$ cat config.mk
export PLATFORM = sky130hd
export DESIGN_NAME = quoted_list_token_lexer_core_flat
export DESIGN_NICKNAME = d
export VERILOG_FILES = /design/src/sv/qltl_pkg.sv /design/src/sv/qltl_if.sv /design/src/sv/quoted_list_token_lexer_core.sv /design/src/sv/qltl_stack.sv /design/src/sv/qltl_lex.sv /design/src/sv/qltl_outq.sv /design/src/flat_wrapper.sv
export SDC_FILE = /design/constraint.sdc
export NUM_CORES = 2
export LEC_CHECK = 0
export ABC_AREA = 1
export ABC_CLOCK_PERIOD_IN_PS = 13700
export BUFFER_PORTS_ARGS = -buffer_cell sky130_fd_sc_hd__buf_4
export CORE_MARGIN = 4
export CORE_UTILIZATION = 45
export CTS_CLUSTER_SIZE = 25
export DETAILED_ROUTE_END_ITERATION = 7
export SYNTH_ARGS = -nofsm -noshare
export SYNTH_HDL_FRONTEND = slang
export SYNTH_HIERARCHICAL = 1
export SYNTH_SLANG_ARGS = --single-unit
export TNS_END_PERCENT = 20
$ cat constraint.sdc
create_clock -name i_clk -period 13.7 [get_ports i_clk]
set_input_delay 2.74 -clock i_clk [delete_from_list [all_inputs] [get_ports i_clk]]
set_output_delay 2.74 -clock i_clk [all_outputs]
set_load 0.03 [all_outputs]
$ cat src/sv/qltl_pkg.sv
// shared types, codes and helpers of the quoted list token lexer
`default_nettype none

package qltl_pkg;

    localparam int NEST_DEPTH_DEF = 16;
    localparam int INDEX_BITS_DEF = 16;

    // scanner modes
    typedef enum logic [3:0] {
        MODE_READY,
        MODE_STR,
        MODE_ESC,
        MODE_VAL,
        MODE_VALD,
        MODE_DOT,
        MODE_IDENT,
        MODE_QUOTE,
        MODE_DONE,
        MODE_ERR
    } t_mode;

    // result kinds
    localparam logic [2:0] KIND_BEGIN = 3'd0;
    localparam logic [2:0] KIND_BYTE  = 3'd1;
    localparam logic [2:0] KIND_END   = 3'd2;
    localparam logic [2:0] KIND_LIST  = 3'd3;
    localparam logic [2:0] KIND_DONE  = 3'd4;
    localparam logic [2:0] KIND_ERROR = 3'd5;

    // token types
    localparam logic [2:0] TYPE_STRING = 3'd0;
    localparam logic [2:0] TYPE_VALUE  = 3'd1;
    localparam logic [2:0] TYPE_OPEN   = 3'd2;
    localparam logic [2:0] TYPE_CLOSE  = 3'd3;
    localparam logic [2:0] TYPE_QLIST  = 3'd4;

    // error codes
    localparam logic [2:0] ERR_UNTERM    = 3'd0;
    localparam logic [2:0] ERR_BAD_VALUE = 3'd1;
    localparam logic [2:0] ERR_BAD_LIST  = 3'd2;
    localparam logic [2:0] ERR_UNKNOWN   = 3'd3;
    localparam logic [2:0] ERR_CAPACITY  = 3'd4;

    // characters
    localparam logic [7:0] CH_NUL    = 8'h00;
    localparam logic [7:0] CH_NL     = 8'h0a;
    localparam logic [7:0] CH_SPACE  = 8'h20;
    localparam logic [7:0] CH_DQUOTE = 8'h22;
    localparam logic [7:0] CH_SQUOTE = 8'h27;
    localparam logic [7:0] CH_OPEN   = 8'h28;
    localparam logic [7:0] CH_CLOSE  = 8'h29;
    localparam logic [7:0] CH_DOT    = 8'h2e;
    localparam logic [7:0] CH_ZERO   = 8'h30;
    localparam logic [7:0] CH_NINE   = 8'h39;
    localparam logic [7:0] CH_UPPER_A = 8'h41;
    localparam logic [7:0] CH_UPPER_Z = 8'h5a;
    localparam logic [7:0] CH_BSLASH = 8'h5c;
    localparam logic [7:0] CH_UNDER  = 8'h5f;
    localparam logic [7:0] CH_LOWER_A = 8'h61;
    localparam logic [7:0] CH_LOWER_Z = 8'h7a;

    typedef struct packed {
        logic [2:0]  kind;
        logic [2:0]  token_type;
        logic [15:0] token_index;
        logic [7:0]  data_byte;
        logic [15:0] list_length;
        logic [2:0]  error_code;
        logic        last;
    } t_result;

    // all results caused by one input item
    typedef struct packed {
        logic [1:0]       num;
        t_result [2:0]    res;
    } t_bundle;

    function automatic logic is_digit(input logic [7:0] c);
        return (c >= CH_ZERO) && (c <= CH_NINE);
    endfunction

    function automatic logic is_letter(input logic [7:0] c);
        return ((c >= CH_LOWER_A) && (c <= CH_LOWER_Z))
            || ((c >= CH_UPPER_A) && (c <= CH_UPPER_Z))
            || (c == CH_UNDER);
    endfunction

    function automatic t_result mk_result(input logic [2:0] kind, input logic [2:0] ttype,
                                          input logic [15:0] idx, input logic [7:0] data,
                                          input logic [15:0] len, input logic [2:0] err);
        t_result r;
        r.kind        = kind;
        r.token_type  = ttype;
        r.token_index = idx;
        r.data_byte   = data;
        r.list_length = len;
        r.error_code  = err;
        r.last        = 1'b0;
        return r;
    endfunction

    function automatic t_bundle add_result(input t_bundle b, input t_result r);
        t_bundle o;
        o = b;
        if (b.num != 2'd3) begin
            o.res[b.num] = r;
            o.num        = b.num + 2'd1;
        end
        return o;
    endfunction

endpackage

`default_nettype wire

$ cat src/sv/qltl_if.sv
// item channels of the quoted list token lexer
`default_nettype none

interface qltl_in_if;
    logic       valid;
    logic       ready;
    logic [7:0] ch;
    logic       start_req;

    modport source (output valid, output ch, output start_req, input ready);
    modport sink (input valid, input ch, input start_req, output ready);
endinterface

interface qltl_out_if;
    logic        valid;
    logic        ready;
    logic [2:0]  kind;
    logic [2:0]  token_type;
    logic [15:0] token_index;
    logic [7:0]  data_byte;
    logic [15:0] list_length;
    logic [2:0]  error_code;
    logic        last;

    modport source (output valid, output kind, output token_type, output token_index,
                    output data_byte, output list_length, output error_code,
                    output last, input ready);
    modport sink (input valid, input kind, input token_type, input token_index,
                  input data_byte, input list_length, input error_code,
                  input last, output ready);
endinterface

`default_nettype wire

$ cat src/sv/quoted_list_token_lexer_core.sv
// top level of the quoted list token lexer
`default_nettype none

// Streaming lexer for NUL-terminated text, one byte per input item. The
// scanner decides each byte in the cycle it is accepted, so a new byte can
// enter every cycle; each byte yields zero to three result items, which go
// out one per ready cycle through a two-bundle queue. The input is held off only
// while that queue is full, so the sustained rate is one byte per cycle as
// long as bytes average at most one result, and otherwise one result per
// cycle sets the pace. The innermost open quoted list lives in registers and
// the lists below it in a NEST_DEPTH-entry memory with a registered read: on
// every cycle the entry under the next top is read ahead, with forwarding when
// a push writes that same entry, so back-to-back closing parens pop without a
// stall. The memory has no clearing pass; only pushed entries are read.
// start_req on an item clears mode, token counter and stack depth before that
// byte is lexed. After done or an error every byte is swallowed until start_req.
module quoted_list_token_lexer_core #(
    parameter int NEST_DEPTH = qltl_pkg::NEST_DEPTH_DEF,
    parameter int INDEX_BITS = qltl_pkg::INDEX_BITS_DEF
) (
    input  wire logic    i_clk,
    input  wire logic    i_rst_n,
    qltl_in_if.sink      i_in,
    qltl_out_if.source   o_out
);

    localparam int AW = (NEST_DEPTH > 1) ? $clog2(NEST_DEPTH) : 1;

    // byte handshake: ready whenever the bundle queue has room
    logic                    w_ready;
    logic                    w_fire;

    // stack memory ports
    logic                    w_wr_en;
    logic [AW-1:0]           w_wr_addr;
    logic [2*INDEX_BITS-1:0] w_wr_data;
    logic [AW-1:0]           w_rd_addr;
    logic [2*INDEX_BITS-1:0] w_below;

    // results of the accepted byte
    qltl_pkg::t_bundle       w_bundle;
    logic                    w_bundle_valid;

    assign i_in.ready = w_ready;
    assign w_fire     = i_in.valid && w_ready;

    qltl_lex #(
        .NEST_DEPTH (NEST_DEPTH),
        .INDEX_BITS (INDEX_BITS)
    ) u_lex (
        .i_clk          (i_clk),
        .i_rst_n        (i_rst_n),
        .i_fire         (w_fire),
        .i_ch           (i_in.ch),
        .i_start        (i_in.start_req),
        .i_below        (w_below),
        .o_wr_en        (w_wr_en),
        .o_wr_addr      (w_wr_addr),
        .o_wr_data      (w_wr_data),
        .o_rd_addr      (w_rd_addr),
        .o_bundle       (w_bundle),
        .o_bundle_valid (w_bundle_valid)
    );

    qltl_stack #(
        .NEST_DEPTH (NEST_DEPTH),
        .INDEX_BITS (INDEX_BITS)
    ) u_stack (
        .i_clk     (i_clk),
        .i_rst_n   (i_rst_n),
        .i_wr_en   (w_wr_en),
        .i_wr_addr (w_wr_addr),
        .i_wr_data (w_wr_data),
        .i_rd_addr (w_rd_addr),
        .o_rd_data (w_below)
    );

    qltl_outq u_outq (
        .i_clk    (i_clk),
        .i_rst_n  (i_rst_n),
        .i_bundle (w_bundle),
        .i_push   (w_bundle_valid),
        .o_ready  (w_ready),
        .o_out    (o_out)
    );

endmodule

`default_nettype wire

$ cat src/sv/qltl_stack.sv
// list stack body memory with registered read and write-to-read forwarding
`default_nettype none

module qltl_stack #(
    parameter int NEST_DEPTH = qltl_pkg::NEST_DEPTH_DEF,
    parameter int INDEX_BITS = qltl_pkg::INDEX_BITS_DEF
) (
    input  wire logic                                        i_clk,
    input  wire logic                                        i_rst_n,
    input  wire logic                                        i_wr_en,
    input  wire logic [(NEST_DEPTH > 1 ? $clog2(NEST_DEPTH) : 1)-1:0] i_wr_addr,
    input  wire logic [2*INDEX_BITS-1:0]                     i_wr_data,
    input  wire logic [(NEST_DEPTH > 1 ? $clog2(NEST_DEPTH) : 1)-1:0] i_rd_addr,
    output logic      [2*INDEX_BITS-1:0]                     o_rd_data
);

    localparam int EW = 2 * INDEX_BITS;

    logic [EW-1:0] r_mem [NEST_DEPTH];
    logic [EW-1:0] r_rd_data;
    logic [EW-1:0] r_fwd_data;
    logic          r_fwd_hit;

    always_ff @(posedge i_clk) begin
        if (i_wr_en) begin
            r_mem[i_wr_addr] <= i_wr_data;
        end
        r_rd_data  <= r_mem[i_rd_addr];
        r_fwd_data <= i_wr_data;
    end

    // same-entry write and read in one cycle: take the written word
    always_ff @(posedge i_clk) begin
        if (!i_rst_n) begin
            r_fwd_hit <= 1'b0;
        end else begin
            r_fwd_hit <= i_wr_en && (i_wr_addr == i_rd_addr);
        end
    end

    assign o_rd_data = r_fwd_hit ? r_fwd_data : r_rd_data;

endmodule

`default_nettype wire

$ cat src/sv/qltl_lex.sv
// per-byte scanner: mode, token counter, top of list stack, result bundle
`default_nettype none

module qltl_lex #(
    parameter int NEST_DEPTH = qltl_pkg::NEST_DEPTH_DEF,
    parameter int INDEX_BITS = qltl_pkg::INDEX_BITS_DEF
) (
    input  wire logic                                        i_clk,
    input  wire logic                                        i_rst_n,
    input  wire logic                                        i_fire,
    input  wire logic [7:0]                                  i_ch,
    input  wire logic                                        i_start,
    input  wire logic [2*INDEX_BITS-1:0]                     i_below,
    output logic                                             o_wr_en,
    output logic      [(NEST_DEPTH > 1 ? $clog2(NEST_DEPTH) : 1)-1:0] o_wr_addr,
    output logic      [2*INDEX_BITS-1:0]                     o_wr_data,
    output logic      [(NEST_DEPTH > 1 ? $clog2(NEST_DEPTH) : 1)-1:0] o_rd_addr,
    output qltl_pkg::t_bundle                                o_bundle,
    output logic                                             o_bundle_valid
);

    localparam int AW  = (NEST_DEPTH > 1) ? $clog2(NEST_DEPTH) : 1;
    localparam int DW0 = $clog2(NEST_DEPTH + 1);
    localparam int DW  = (DW0 < 2) ? 2 : DW0;
    localparam int WW  = (INDEX_BITS > 16) ? INDEX_BITS : 16;
    localparam logic [INDEX_BITS-1:0] CMAX = '1;

    qltl_pkg::t_mode          r_mode;
    logic [INDEX_BITS-1:0]    r_counter;
    logic [DW-1:0]            r_depth;
    logic [INDEX_BITS-1:0]    r_top_idx;
    logic [INDEX_BITS-1:0]    r_top_cnt;

    qltl_pkg::t_mode          c_mode;
    logic [INDEX_BITS-1:0]    c_cnt;
    logic [DW-1:0]            c_depth;
    logic [DW-1:0]            c_dm1;
    logic [INDEX_BITS-1:0]    c_top_idx;
    logic [INDEX_BITS-1:0]    c_top_cnt;
    logic                     c_fresh;
    logic                     c_wr_en;
    logic [AW-1:0]            c_wr_addr;
    logic [2*INDEX_BITS-1:0]  c_wr_data;
    qltl_pkg::t_bundle        c_b;
    logic [DW-1:0]            c_nd;
    logic [DW-1:0]            c_nd2;

    function automatic logic [15:0] to16(input logic [INDEX_BITS-1:0] v);
        logic [WW-1:0] w;
        w = WW'(v);
        return w[15:0];
    endfunction

    // count one element into the innermost open list, saturating
    function automatic logic [INDEX_BITS-1:0] bump(input logic [DW-1:0] depth,
                                                   input logic [INDEX_BITS-1:0] cnt);
        logic [INDEX_BITS-1:0] o;
        o = cnt;
        if ((depth != '0) && (cnt != CMAX)) begin
            o = cnt + 1'b1;
        end
        return o;
    endfunction

    function automatic qltl_pkg::t_result byte_res(input logic [7:0] c);
        return qltl_pkg::mk_result(qltl_pkg::KIND_BYTE, qltl_pkg::TYPE_STRING, 16'd0, c,
                                   16'd0, qltl_pkg::ERR_UNTERM);
    endfunction

    function automatic qltl_pkg::t_result err_res(input logic [2:0] code);
        return qltl_pkg::mk_result(qltl_pkg::KIND_ERROR, qltl_pkg::TYPE_STRING, 16'd0, 8'd0,
                                   16'd0, code);
    endfunction

    always_comb begin
        c_mode    = i_start ? qltl_pkg::MODE_READY : r_mode;
        c_cnt     = i_start ? '0 : r_counter;
        c_depth   = i_start ? '0 : r_depth;
        c_dm1     = '0;
        c_top_idx = r_top_idx;
        c_top_cnt = r_top_cnt;
        c_fresh   = 1'b0;
        c_wr_en   = 1'b0;
        c_wr_addr = '0;
        c_wr_data = {r_top_idx, r_top_cnt};
        c_b       = '0;

        case (c_mode)
            qltl_pkg::MODE_STR: begin
                if (i_ch == qltl_pkg::CH_NUL) begin
                    c_b    = qltl_pkg::add_result(c_b, err_res(qltl_pkg::ERR_UNTERM));
                    c_mode = qltl_pkg::MODE_ERR;
                end else if (i_ch == qltl_pkg::CH_DQUOTE) begin
                    c_b = qltl_pkg::add_result(c_b, qltl_pkg::mk_result(qltl_pkg::KIND_END,
                        qltl_pkg::TYPE_STRING, to16(INDEX_BITS'(c_cnt - 1'b1)), 8'd0, 16'd0,
                        qltl_pkg::ERR_UNTERM));
                    c_mode = qltl_pkg::MODE_READY;
                end else begin
                    c_b = qltl_pkg::add_result(c_b, byte_res(i_ch));
                    if (i_ch == qltl_pkg::CH_BSLASH) begin
                        c_mode = qltl_pkg::MODE_ESC;
                    end
                end
            end
            qltl_pkg::MODE_ESC: begin
                if (i_ch == qltl_pkg::CH_NUL) begin
                    c_b    = qltl_pkg::add_result(c_b, err_res(qltl_pkg::ERR_UNTERM));
                    c_mode = qltl_pkg::MODE_ERR;
                end else begin
                    c_b    = qltl_pkg::add_result(c_b, byte_res(i_ch));
                    c_mode = qltl_pkg::MODE_STR;
                end
            end
            qltl_pkg::MODE_VAL, qltl_pkg::MODE_VALD: begin
                if (qltl_pkg::is_digit(i_ch)) begin
                    c_b = qltl_pkg::add_result(c_b, byte_res(i_ch));
                end else if ((i_ch == qltl_pkg::CH_DOT) && (c_mode == qltl_pkg::MODE_VAL)) begin
                    c_b    = qltl_pkg::add_result(c_b, byte_res(i_ch));
                    c_mode = qltl_pkg::MODE_VALD;
                end else begin
                    c_b = qltl_pkg::add_result(c_b, qltl_pkg::mk_result(qltl_pkg::KIND_END,
                        qltl_pkg::TYPE_VALUE, to16(INDEX_BITS'(c_cnt - 1'b1)), 8'd0, 16'd0,
                        qltl_pkg::ERR_UNTERM));
                    c_mode  = qltl_pkg::MODE_READY;
                    c_fresh = 1'b1;
                end
            end
            qltl_pkg::MODE_DOT: begin
                if (qltl_pkg::is_digit(i_ch)) begin
                    c_b = qltl_pkg::add_result(c_b, qltl_pkg::mk_result(qltl_pkg::KIND_BEGIN,
                        qltl_pkg::TYPE_VALUE, to16(c_cnt), 8'd0, 16'd0, qltl_pkg::ERR_UNTERM));
                    c_cnt     = c_cnt + 1'b1;
                    c_top_cnt = bump(c_depth, c_top_cnt);
                    c_b       = qltl_pkg::add_result(c_b, byte_res(qltl_pkg::CH_DOT));
                    c_b       = qltl_pkg::add_result(c_b, byte_res(i_ch));
                    c_mode    = qltl_pkg::MODE_VALD;
                end else begin
                    c_b    = qltl_pkg::add_result(c_b, err_res(qltl_pkg::ERR_BAD_VALUE));
                    c_mode = qltl_pkg::MODE_ERR;
                end
            end
            qltl_pkg::MODE_IDENT: begin
                if (qltl_pkg::is_letter(i_ch)) begin
                    c_b = qltl_pkg::add_result(c_b, byte_res(i_ch));
                end else begin
                    c_b = qltl_pkg::add_result(c_b, qltl_pkg::mk_result(qltl_pkg::KIND_END,
                        qltl_pkg::TYPE_VALUE, to16(INDEX_BITS'(c_cnt - 1'b1)), 8'd0, 16'd0,
                        qltl_pkg::ERR_UNTERM));
                    c_mode  = qltl_pkg::MODE_READY;
                    c_fresh = 1'b1;
                end
            end
            qltl_pkg::MODE_QUOTE: begin
                if (i_ch != qltl_pkg::CH_OPEN) begin
                    c_b    = qltl_pkg::add_result(c_b, err_res(qltl_pkg::ERR_BAD_LIST));
                    c_mode = qltl_pkg::MODE_ERR;
                end else if (c_depth >= DW'(NEST_DEPTH)) begin
                    c_b    = qltl_pkg::add_result(c_b, err_res(qltl_pkg::ERR_CAPACITY));
                    c_mode = qltl_pkg::MODE_ERR;
                end else begin
                    // push: old top goes to the memory, new list lives in the top registers
                    c_top_cnt = bump(c_depth, c_top_cnt);
                    if (c_depth != '0) begin
                        c_dm1     = c_depth - DW'(1);
                        c_wr_en   = 1'b1;
                        c_wr_addr = c_dm1[AW-1:0];
                        c_wr_data = {c_top_idx, c_top_cnt};
                    end
                    c_top_idx = c_cnt;
                    c_top_cnt = '0;
                    c_b = qltl_pkg::add_result(c_b, qltl_pkg::mk_result(qltl_pkg::KIND_BEGIN,
                        qltl_pkg::TYPE_QLIST, to16(c_cnt), 8'd0, 16'd0, qltl_pkg::ERR_UNTERM));
                    c_cnt   = c_cnt + 1'b1;
                    c_depth = c_depth + DW'(1);
                    c_mode  = qltl_pkg::MODE_READY;
                end
            end
            qltl_pkg::MODE_DONE, qltl_pkg::MODE_ERR: begin
                c_mode = c_mode;
            end
            default: begin
                c_fresh = 1'b1;
            end
        endcase

        // byte outside any token, also the byte that ended a value
        if (c_fresh) begin
            if (i_ch == qltl_pkg::CH_NUL) begin
                if (c_depth != '0) begin
                    c_b    = qltl_pkg::add_result(c_b, err_res(qltl_pkg::ERR_BAD_LIST));
                    c_mode = qltl_pkg::MODE_ERR;
                end else begin
                    c_b = qltl_pkg::add_result(c_b, qltl_pkg::mk_result(qltl_pkg::KIND_DONE,
                        qltl_pkg::TYPE_STRING, 16'd0, 8'd0, 16'd0, qltl_pkg::ERR_UNTERM));
                    c_mode = qltl_pkg::MODE_DONE;
                end
            end else if (i_ch == qltl_pkg::CH_DQUOTE) begin
                c_b = qltl_pkg::add_result(c_b, qltl_pkg::mk_result(qltl_pkg::KIND_BEGIN,
                    qltl_pkg::TYPE_STRING, to16(c_cnt), 8'd0, 16'd0, qltl_pkg::ERR_UNTERM));
                c_cnt     = c_cnt + 1'b1;
                c_top_cnt = bump(c_depth, c_top_cnt);
                c_mode    = qltl_pkg::MODE_STR;
            end else if (qltl_pkg::is_digit(i_ch)) begin
                c_b = qltl_pkg::add_result(c_b, qltl_pkg::mk_result(qltl_pkg::KIND_BEGIN,
                    qltl_pkg::TYPE_VALUE, to16(c_cnt), 8'd0, 16'd0, qltl_pkg::ERR_UNTERM));
                c_cnt     = c_cnt + 1'b1;
                c_top_cnt = bump(c_depth, c_top_cnt);
                c_b       = qltl_pkg::add_result(c_b, byte_res(i_ch));
                c_mode    = qltl_pkg::MODE_VAL;
            end else if (i_ch == qltl_pkg::CH_DOT) begin
                c_mode = qltl_pkg::MODE_DOT;
            end else if (i_ch == qltl_pkg::CH_OPEN) begin
                c_b = qltl_pkg::add_result(c_b, qltl_pkg::mk_result(qltl_pkg::KIND_BEGIN,
                    qltl_pkg::TYPE_OPEN, to16(c_cnt), 8'd0, 16'd0, qltl_pkg::ERR_UNTERM));
                c_cnt = c_cnt + 1'b1;
            end else if (i_ch == qltl_pkg::CH_CLOSE) begin
                if (c_depth != '0) begin
                    // pop: report the top, entry below comes from the prefetched read
                    c_depth = c_depth - DW'(1);
                    c_b = qltl_pkg::add_result(c_b, qltl_pkg::mk_result(qltl_pkg::KIND_LIST,
                        qltl_pkg::TYPE_QLIST, to16(c_top_idx), 8'd0, to16(c_top_cnt),
                        qltl_pkg::ERR_UNTERM));
                    c_top_idx = i_below[2*INDEX_BITS-1:INDEX_BITS];
                    c_top_cnt = i_below[INDEX_BITS-1:0];
                end else begin
                    c_b = qltl_pkg::add_result(c_b, qltl_pkg::mk_result(qltl_pkg::KIND_BEGIN,
                        qltl_pkg::TYPE_CLOSE, to16(c_cnt), 8'd0, 16'd0, qltl_pkg::ERR_UNTERM));
                    c_cnt = c_cnt + 1'b1;
                end
            end else if (i_ch == qltl_pkg::CH_SQUOTE) begin
                c_mode = qltl_pkg::MODE_QUOTE;
            end else if (qltl_pkg::is_letter(i_ch)) begin
                if (c_depth != '0) begin
                    c_b    = qltl_pkg::add_result(c_b, err_res(qltl_pkg::ERR_BAD_LIST));
                    c_mode = qltl_pkg::MODE_ERR;
                end else begin
                    c_b = qltl_pkg::add_result(c_b, qltl_pkg::mk_result(qltl_pkg::KIND_BEGIN,
                        qltl_pkg::TYPE_VALUE, to16(c_cnt), 8'd0, 16'd0, qltl_pkg::ERR_UNTERM));
                    c_cnt  = c_cnt + 1'b1;
                    c_b    = qltl_pkg::add_result(c_b, byte_res(i_ch));
                    c_mode = qltl_pkg::MODE_IDENT;
                end
            end else if ((i_ch != qltl_pkg::CH_SPACE) && (i_ch != qltl_pkg::CH_NL)) begin
                c_b    = qltl_pkg::add_result(c_b, err_res(qltl_pkg::ERR_UNKNOWN));
                c_mode = qltl_pkg::MODE_ERR;
            end
        end

        if (c_b.num != 2'd0) begin
            c_b.res[c_b.num - 2'd1].last = 1'b1;
        end
    end

    // read the entry that sits below the top after this cycle
    always_comb begin
        c_nd      = i_fire ? c_depth : r_depth;
        c_nd2     = c_nd - DW'(2);
        o_rd_addr = (c_nd >= DW'(2)) ? c_nd2[AW-1:0] : '0;
    end

    assign o_wr_en        = i_fire && c_wr_en;
    assign o_wr_addr      = c_wr_addr;
    assign o_wr_data      = c_wr_data;
    assign o_bundle       = c_b;
    assign o_bundle_valid = i_fire && (c_b.num != 2'd0);

    always_ff @(posedge i_clk) begin
        if (!i_rst_n) begin
            r_mode    <= qltl_pkg::MODE_READY;
            r_counter <= '0;
            r_depth   <= '0;
        end else if (i_fire) begin
            r_mode    <= c_mode;
            r_counter <= c_cnt;
            r_depth   <= c_depth;
        end
    end

    always_ff @(posedge i_clk) begin
        if (i_fire) begin
            r_top_idx <= c_top_idx;
            r_top_cnt <= c_top_cnt;
        end
    end

    a_depth_bound: assert property (@(posedge i_clk) disable iff (!i_rst_n)
        r_depth <= DW'(NEST_DEPTH))
        else $error("list stack depth beyond nest limit");

    a_end_sticky: assert property (@(posedge i_clk) disable iff (!i_rst_n)
        ((r_mode == qltl_pkg::MODE_DONE || r_mode == qltl_pkg::MODE_ERR)
         && !(i_fire && i_start)) |=> (r_mode == $past(r_mode)))
        else $error("done or error state left without start");

    a_spill_on_push: assert property (@(posedge i_clk) disable iff (!i_rst_n)
        o_wr_en |=> (r_depth == DW'($past(r_depth) + 1'b1)))
        else $error("stack memory written without a push");

endmodule

`default_nettype wire

$ cat src/sv/qltl_outq.sv
// bundle queue and result serializer on the output channel
`default_nettype none

module qltl_outq (
    input  wire logic                i_clk,
    input  wire logic                i_rst_n,
    input  wire qltl_pkg::t_bundle   i_bundle,
    input  wire logic                i_push,
    output logic                     o_ready,
    qltl_out_if.source               o_out
);

    localparam int QD = 2;
    localparam int PW = $clog2(QD);
    localparam int CW = $clog2(QD + 1);

    qltl_pkg::t_bundle r_q [QD];
    logic [PW-1:0]     r_wr;
    logic [PW-1:0]     r_rd;
    logic [CW-1:0]     r_cnt;
    logic [1:0]        r_pos;

    qltl_pkg::t_bundle c_head;
    qltl_pkg::t_result c_res;
    logic              c_out_fire;
    logic              c_pop;

    assign c_head     = r_q[r_rd];
    assign c_res      = c_head.res[r_pos];
    assign c_out_fire = o_out.valid && o_out.ready;
    assign c_pop      = c_out_fire && (r_pos == (c_head.num - 2'd1));
    assign o_ready    = (r_cnt != CW'(QD));

    assign o_out.valid       = (r_cnt != '0);
    assign o_out.kind        = c_res.kind;
    assign o_out.token_type  = c_res.token_type;
    assign o_out.token_index = c_res.token_index;
    assign o_out.data_byte   = c_res.data_byte;
    assign o_out.list_length = c_res.list_length;
    assign o_out.error_code  = c_res.error_code;
    assign o_out.last        = c_res.last;

    always_ff @(posedge i_clk) begin
        if (i_push) begin
            r_q[r_wr] <= i_bundle;
        end
    end

    always_ff @(posedge i_clk) begin
        if (!i_rst_n) begin
            r_wr  <= '0;
            r_rd  <= '0;
            r_cnt <= '0;
            r_pos <= '0;
        end else begin
            if (i_push) begin
                r_wr <= r_wr + 1'b1;
            end
            if (c_pop) begin
                r_rd  <= r_rd + 1'b1;
                r_pos <= '0;
            end else if (c_out_fire) begin
                r_pos <= r_pos + 2'd1;
            end
            case ({i_push, c_pop})
                2'b10:   r_cnt <= r_cnt + 1'b1;
                2'b01:   r_cnt <= r_cnt - 1'b1;
                default: r_cnt <= r_cnt;
            endcase
        end
    end

    a_head_in_range: assert property (@(posedge i_clk) disable iff (!i_rst_n)
        (r_cnt != '0) |-> ((c_head.num != 2'd0) && (r_pos < c_head.num)))
        else $error("serializer position outside head bundle");

endmodule

`default_nettype wire
$ cat src/flat_wrapper.sv
// flat-port wrapper written by rule: the top's interface ports become plain ports
module quoted_list_token_lexer_core_flat 
#(
    parameter int NEST_DEPTH = qltl_pkg::NEST_DEPTH_DEF,
    parameter int INDEX_BITS = qltl_pkg::INDEX_BITS_DEF
)
  (i_clk, i_rst_n, i_in_valid, i_in_ch, i_in_start_req, i_in_ready, o_out_valid, o_out_kind, o_out_token_type, o_out_token_index, o_out_data_byte, o_out_list_length, o_out_error_code, o_out_last, o_out_ready);
  qltl_in_if i_in_i ();
  qltl_out_if o_out_i ();
  input  wire logic i_clk;
  input  wire logic i_rst_n;
  input wire logic [$bits(i_in_i.valid)-1:0] i_in_valid;
  input wire logic [$bits(i_in_i.ch)-1:0] i_in_ch;
  input wire logic [$bits(i_in_i.start_req)-1:0] i_in_start_req;
  output wire logic [$bits(i_in_i.ready)-1:0] i_in_ready;
  output wire logic [$bits(o_out_i.valid)-1:0] o_out_valid;
  output wire logic [$bits(o_out_i.kind)-1:0] o_out_kind;
  output wire logic [$bits(o_out_i.token_type)-1:0] o_out_token_type;
  output wire logic [$bits(o_out_i.token_index)-1:0] o_out_token_index;
  output wire logic [$bits(o_out_i.data_byte)-1:0] o_out_data_byte;
  output wire logic [$bits(o_out_i.list_length)-1:0] o_out_list_length;
  output wire logic [$bits(o_out_i.error_code)-1:0] o_out_error_code;
  output wire logic [$bits(o_out_i.last)-1:0] o_out_last;
  input wire logic [$bits(o_out_i.ready)-1:0] o_out_ready;
  assign i_in_i.valid = i_in_valid;
  assign i_in_i.ch = i_in_ch;
  assign i_in_i.start_req = i_in_start_req;
  assign i_in_ready = i_in_i.ready;
  assign o_out_valid = o_out_i.valid;
  assign o_out_kind = o_out_i.kind;
  assign o_out_token_type = o_out_i.token_type;
  assign o_out_token_index = o_out_i.token_index;
  assign o_out_data_byte = o_out_i.data_byte;
  assign o_out_list_length = o_out_i.list_length;
  assign o_out_error_code = o_out_i.error_code;
  assign o_out_last = o_out_i.last;
  assign o_out_i.ready = o_out_ready;
  quoted_list_token_lexer_core #(.NEST_DEPTH(NEST_DEPTH), .INDEX_BITS(INDEX_BITS)) u_core (.i_clk(i_clk), .i_rst_n(i_rst_n), .i_in(i_in_i), .o_out(o_out_i));
endmodule
==> summary.txt <==
first-pass GRT wire length = 192 mm
DRT iter0 DRCs = 3324
HP Class = flop to flop
Max-Cap Viols = 0
post-CTS sizing = 0
largest net degree at the start of global routing = 159
num ports = 65
Root Driver = clkbuf_16
worst skew pair latency = 0.70 ns
CTS tree = built
total track usage = 23.4%
Rel. slew slack = 11.6%
critical path fanouts, max = 158
number of synthesized flops with an enable pin = 848
Hold Fails Final Rpt = 0
post-layout minimum cycle time = 10.26 ns
Yosys warnings = 6
post-DP HPWL = 76.6 mm
Max IR drop VDD = 0.000161 V
worst slew pin tran = 1.33 ns
multiplexer share of the synthesized area = 0.792%
critical setup path kind = input port to flop
Fin Hold WS = 0.496 ns
Synth async-reset ratio = 0%
Slew Limit Fails = 0
Vias = 33.1k
number of global-route vias before repair = 31.4k
DR vias/cell = 5.41
Tot Pwr = 8.78 mW
final setup fails = 0
non-filler cells, final = 6121
Routability Congestion = 0.990
clock sink count = 945
Placed Instances = 5933
RSZ-0062 raised after global routing = no
CP startpoint = i_in_start_req
Nets = 4762
die area = 106000 um2
Die Ht = 326 um
CP arrival = 10.84 ns
GR Overflow Total = 0
PortBufs = 64
area leader, netlist = edfxtp_1
TritonRoute pass-1 iters = 7
hold buffers post-CTS = 0
xor and xnor area share after synthesis = 0.748%
post-synthesis compound-gate area fraction = 8.40%
Worst Skew = 0.0298 ns
top cells by area, synth = edfxtp_1, nand2_1, nand3_1
setup bufs post-CTS = 0
CORE AREA = 100000 um2
Unique masters post-synth = 71
final period utilization = 74.9%
synthesized cell area = 45500 um2
min-delay src = u_core/u_lex/r_counter[14]
Mapped Cells = 4743
H-tree levels = 3
Final TNS setup = 0 ns
worst path required time = 14.28 ns
DRC = 0
Seq/Total Area, Yosys = 60.2%
CP startpoint kind = input port
Syn Area/Cell = 9.59 um2
largest family of logic cells by synthesized area = simple AND/OR/NAND/NOR gates
Area growth syn-to-layout = 9.83%
PD cells = 176 nW/um2
predominant post-synthesis flop cell = edfxtp_1
layout cell share with drive strength beyond 1 = 10.8%
status = finished clean
Worst Slack Setup Final = 3.44 ns
Row Count = 116
adder-cell share of the synthesized area = 0.330%
post-route ant nets = 0
P_leak = 20.1 nW
final WL = 127 mm
Synth Register Bits = 945
top-area cell type share of the netlist area = 56.0%
clock transition at the registers of the reported paths = 0.06 ns
Synth Area in Simple Gates = 20.5%
top-count cell post-synth = nand2_1
DP Worst Slack = 3.02 ns
die width = 326 um
Crit. End Element = flop
Num CTS Buffers = 100
initial antenna violation count = 1
routed length per instance = 20.8 um
most frequent cells after synthesis = nand2_1, edfxtp_1, inv_1, nand3_1, nor2_1
Initial Utilization = 45.4%
Reg-to-Reg Start = u_core/u_lex/r_mode[2]
fmax = 0.0974 GHz
Max clock buf depth = 3
[cells in the final DEF, fill, tap and decap left out, types with 6 or more instances in the layout]
cell / count
dfxtp_1: 94
nand2_1: 1142
edfxtp_1: 848
a22oi_1: 19
nor3_1: 45
nor2_4: 23
clkbuf_8: 12
o22ai_1: 69
o211ai_1: 29
nand3_1: 505
clkinv_2: 23
mux2_2: 30
xor2_1: 34
o21ai_0: 312
o31ai_1: 9
clkbuf_1: 26
nand2_2: 15
nand4_1: 27
conb_1: 43
clkinv_1: 16
inv_1: 591
clkbuf_16: 102
a21oi_1: 91
o21ai_1: 18
nor2_2: 66
bufinv_16: 7
inv_2: 21
buf_4: 122
a211oi_1: 6
ha_1: 12
o21ai_2: 55
nor2_1: 312
[registers in the layout, summed over array words and instances (netlist names), 5 cells and up, named ones only]
signal                     flops
u_core/u_lex/r_counter        16
u_core/u_stack/r_fwd_data     32
u_core/u_outq/r_q            304
u_core/u_stack/r_rd_data      32
u_core/u_stack/r_mem         512
u_core/u_lex/r_depth           5
u_core/u_lex/r_top_cnt        16
u_core/u_lex/r_top_idx        16
[kinds of logic after synthesis]
kind of cell,after synthesis
adders and majority gates,12
AOI/OAI and AO/OA,646
muxes,32
DFF,945
other,1
and+or+nand+nor,2172
buffers and inverters,897
xor gates and xnor gates,38
[where the power goes]
group,internal [mW],switching (mW),total [mW],leakage (nW)
Sequential,3.59,0.184,3.77,8.58
Clock,1.57,1.13,2.70,1.62
Combinational,0.654,1.65,2.30,9.90
[worst paths after layout]
| check | slack [ns] | cells after the start | end |
|---|---|---|---|
| worst min-delay path | 0.50 | 2 | u_core/u_lex/r_counter[14] |
| worst max-delay path | 3.44 | 27 | u_core/u_stack/r_rd_data[23] |
| worst min register to register | 0.50 | 2 | u_core/u_lex/r_counter[14] |
| worst max register to register | 5.69 | 25 | u_core/u_stack/r_rd_data[23] |
[cell type report]
class / count / area, um2
Clock inverter: 47 / 488
Antenna cell: 1 / 2.50
Clock buffer: 140 / 2820
Sequential cell: 945 / 27400
Inverter: 625 / 2380
Timing Repair Buffer: 122 / 916
Multi-Input combinational cell: 2943 / 14300
Fill cell: 9274 / 50200
Tap cell: 1298 / 1620
[layer usage]
| metal | GRT usage, % | vias to the layer above | wire [um] |
|---|---|---|---|
| li1 | - | 15800 | - |
| met1 | 33.2 | 16000 | 56400 |
| met2 | 37.0 | 1106 | 58100 |
| met3 | 3.50 | 234 | 8320 |
| met4 | 7.97 | 0 | 4340 |
| met5 | 0 | - | 0 |
[critical path, stage by stage]
cell and delay [ns]:
buf_4 0.18, inv_2 0.39, nand3_2 0.22, nor2_2 0.52
nand3_4 0.30, o21ai_0 0.32, inv_1 0.10, ha_1 0.24
nand4_2 0.10, buf_4 0.41, nand2_2 0.53, inv_2 0.46
nand2_1 0.35, a21oi_1 0.21, o21ai_1 0.09, o21ai_2 0.11
ha_1 0.22, nand3_1 0.12, nand2_1 0.19, inv_8 0.25
inv_6 0.91, buf_4 0.97, nand2_1 0.14, nand3_1 0.12
nand3_1 0.09, nand3_1 0.13, nand2_1 0.06
[per-stage QoR]
| step | area, um2 | util [%] |
|---|---|---|
| after global routing | 50000 | 49.9 |
| after floorplan | 45700 | - |
| after detailed placement | 46700 | 46.6 |
| after CTS | 50000 | 49.9 |
| after global placement | 46700 | 46.6 |
| final | 50000 | 49.9 |
Note: power is estimated with default switching activity, not from simulation.
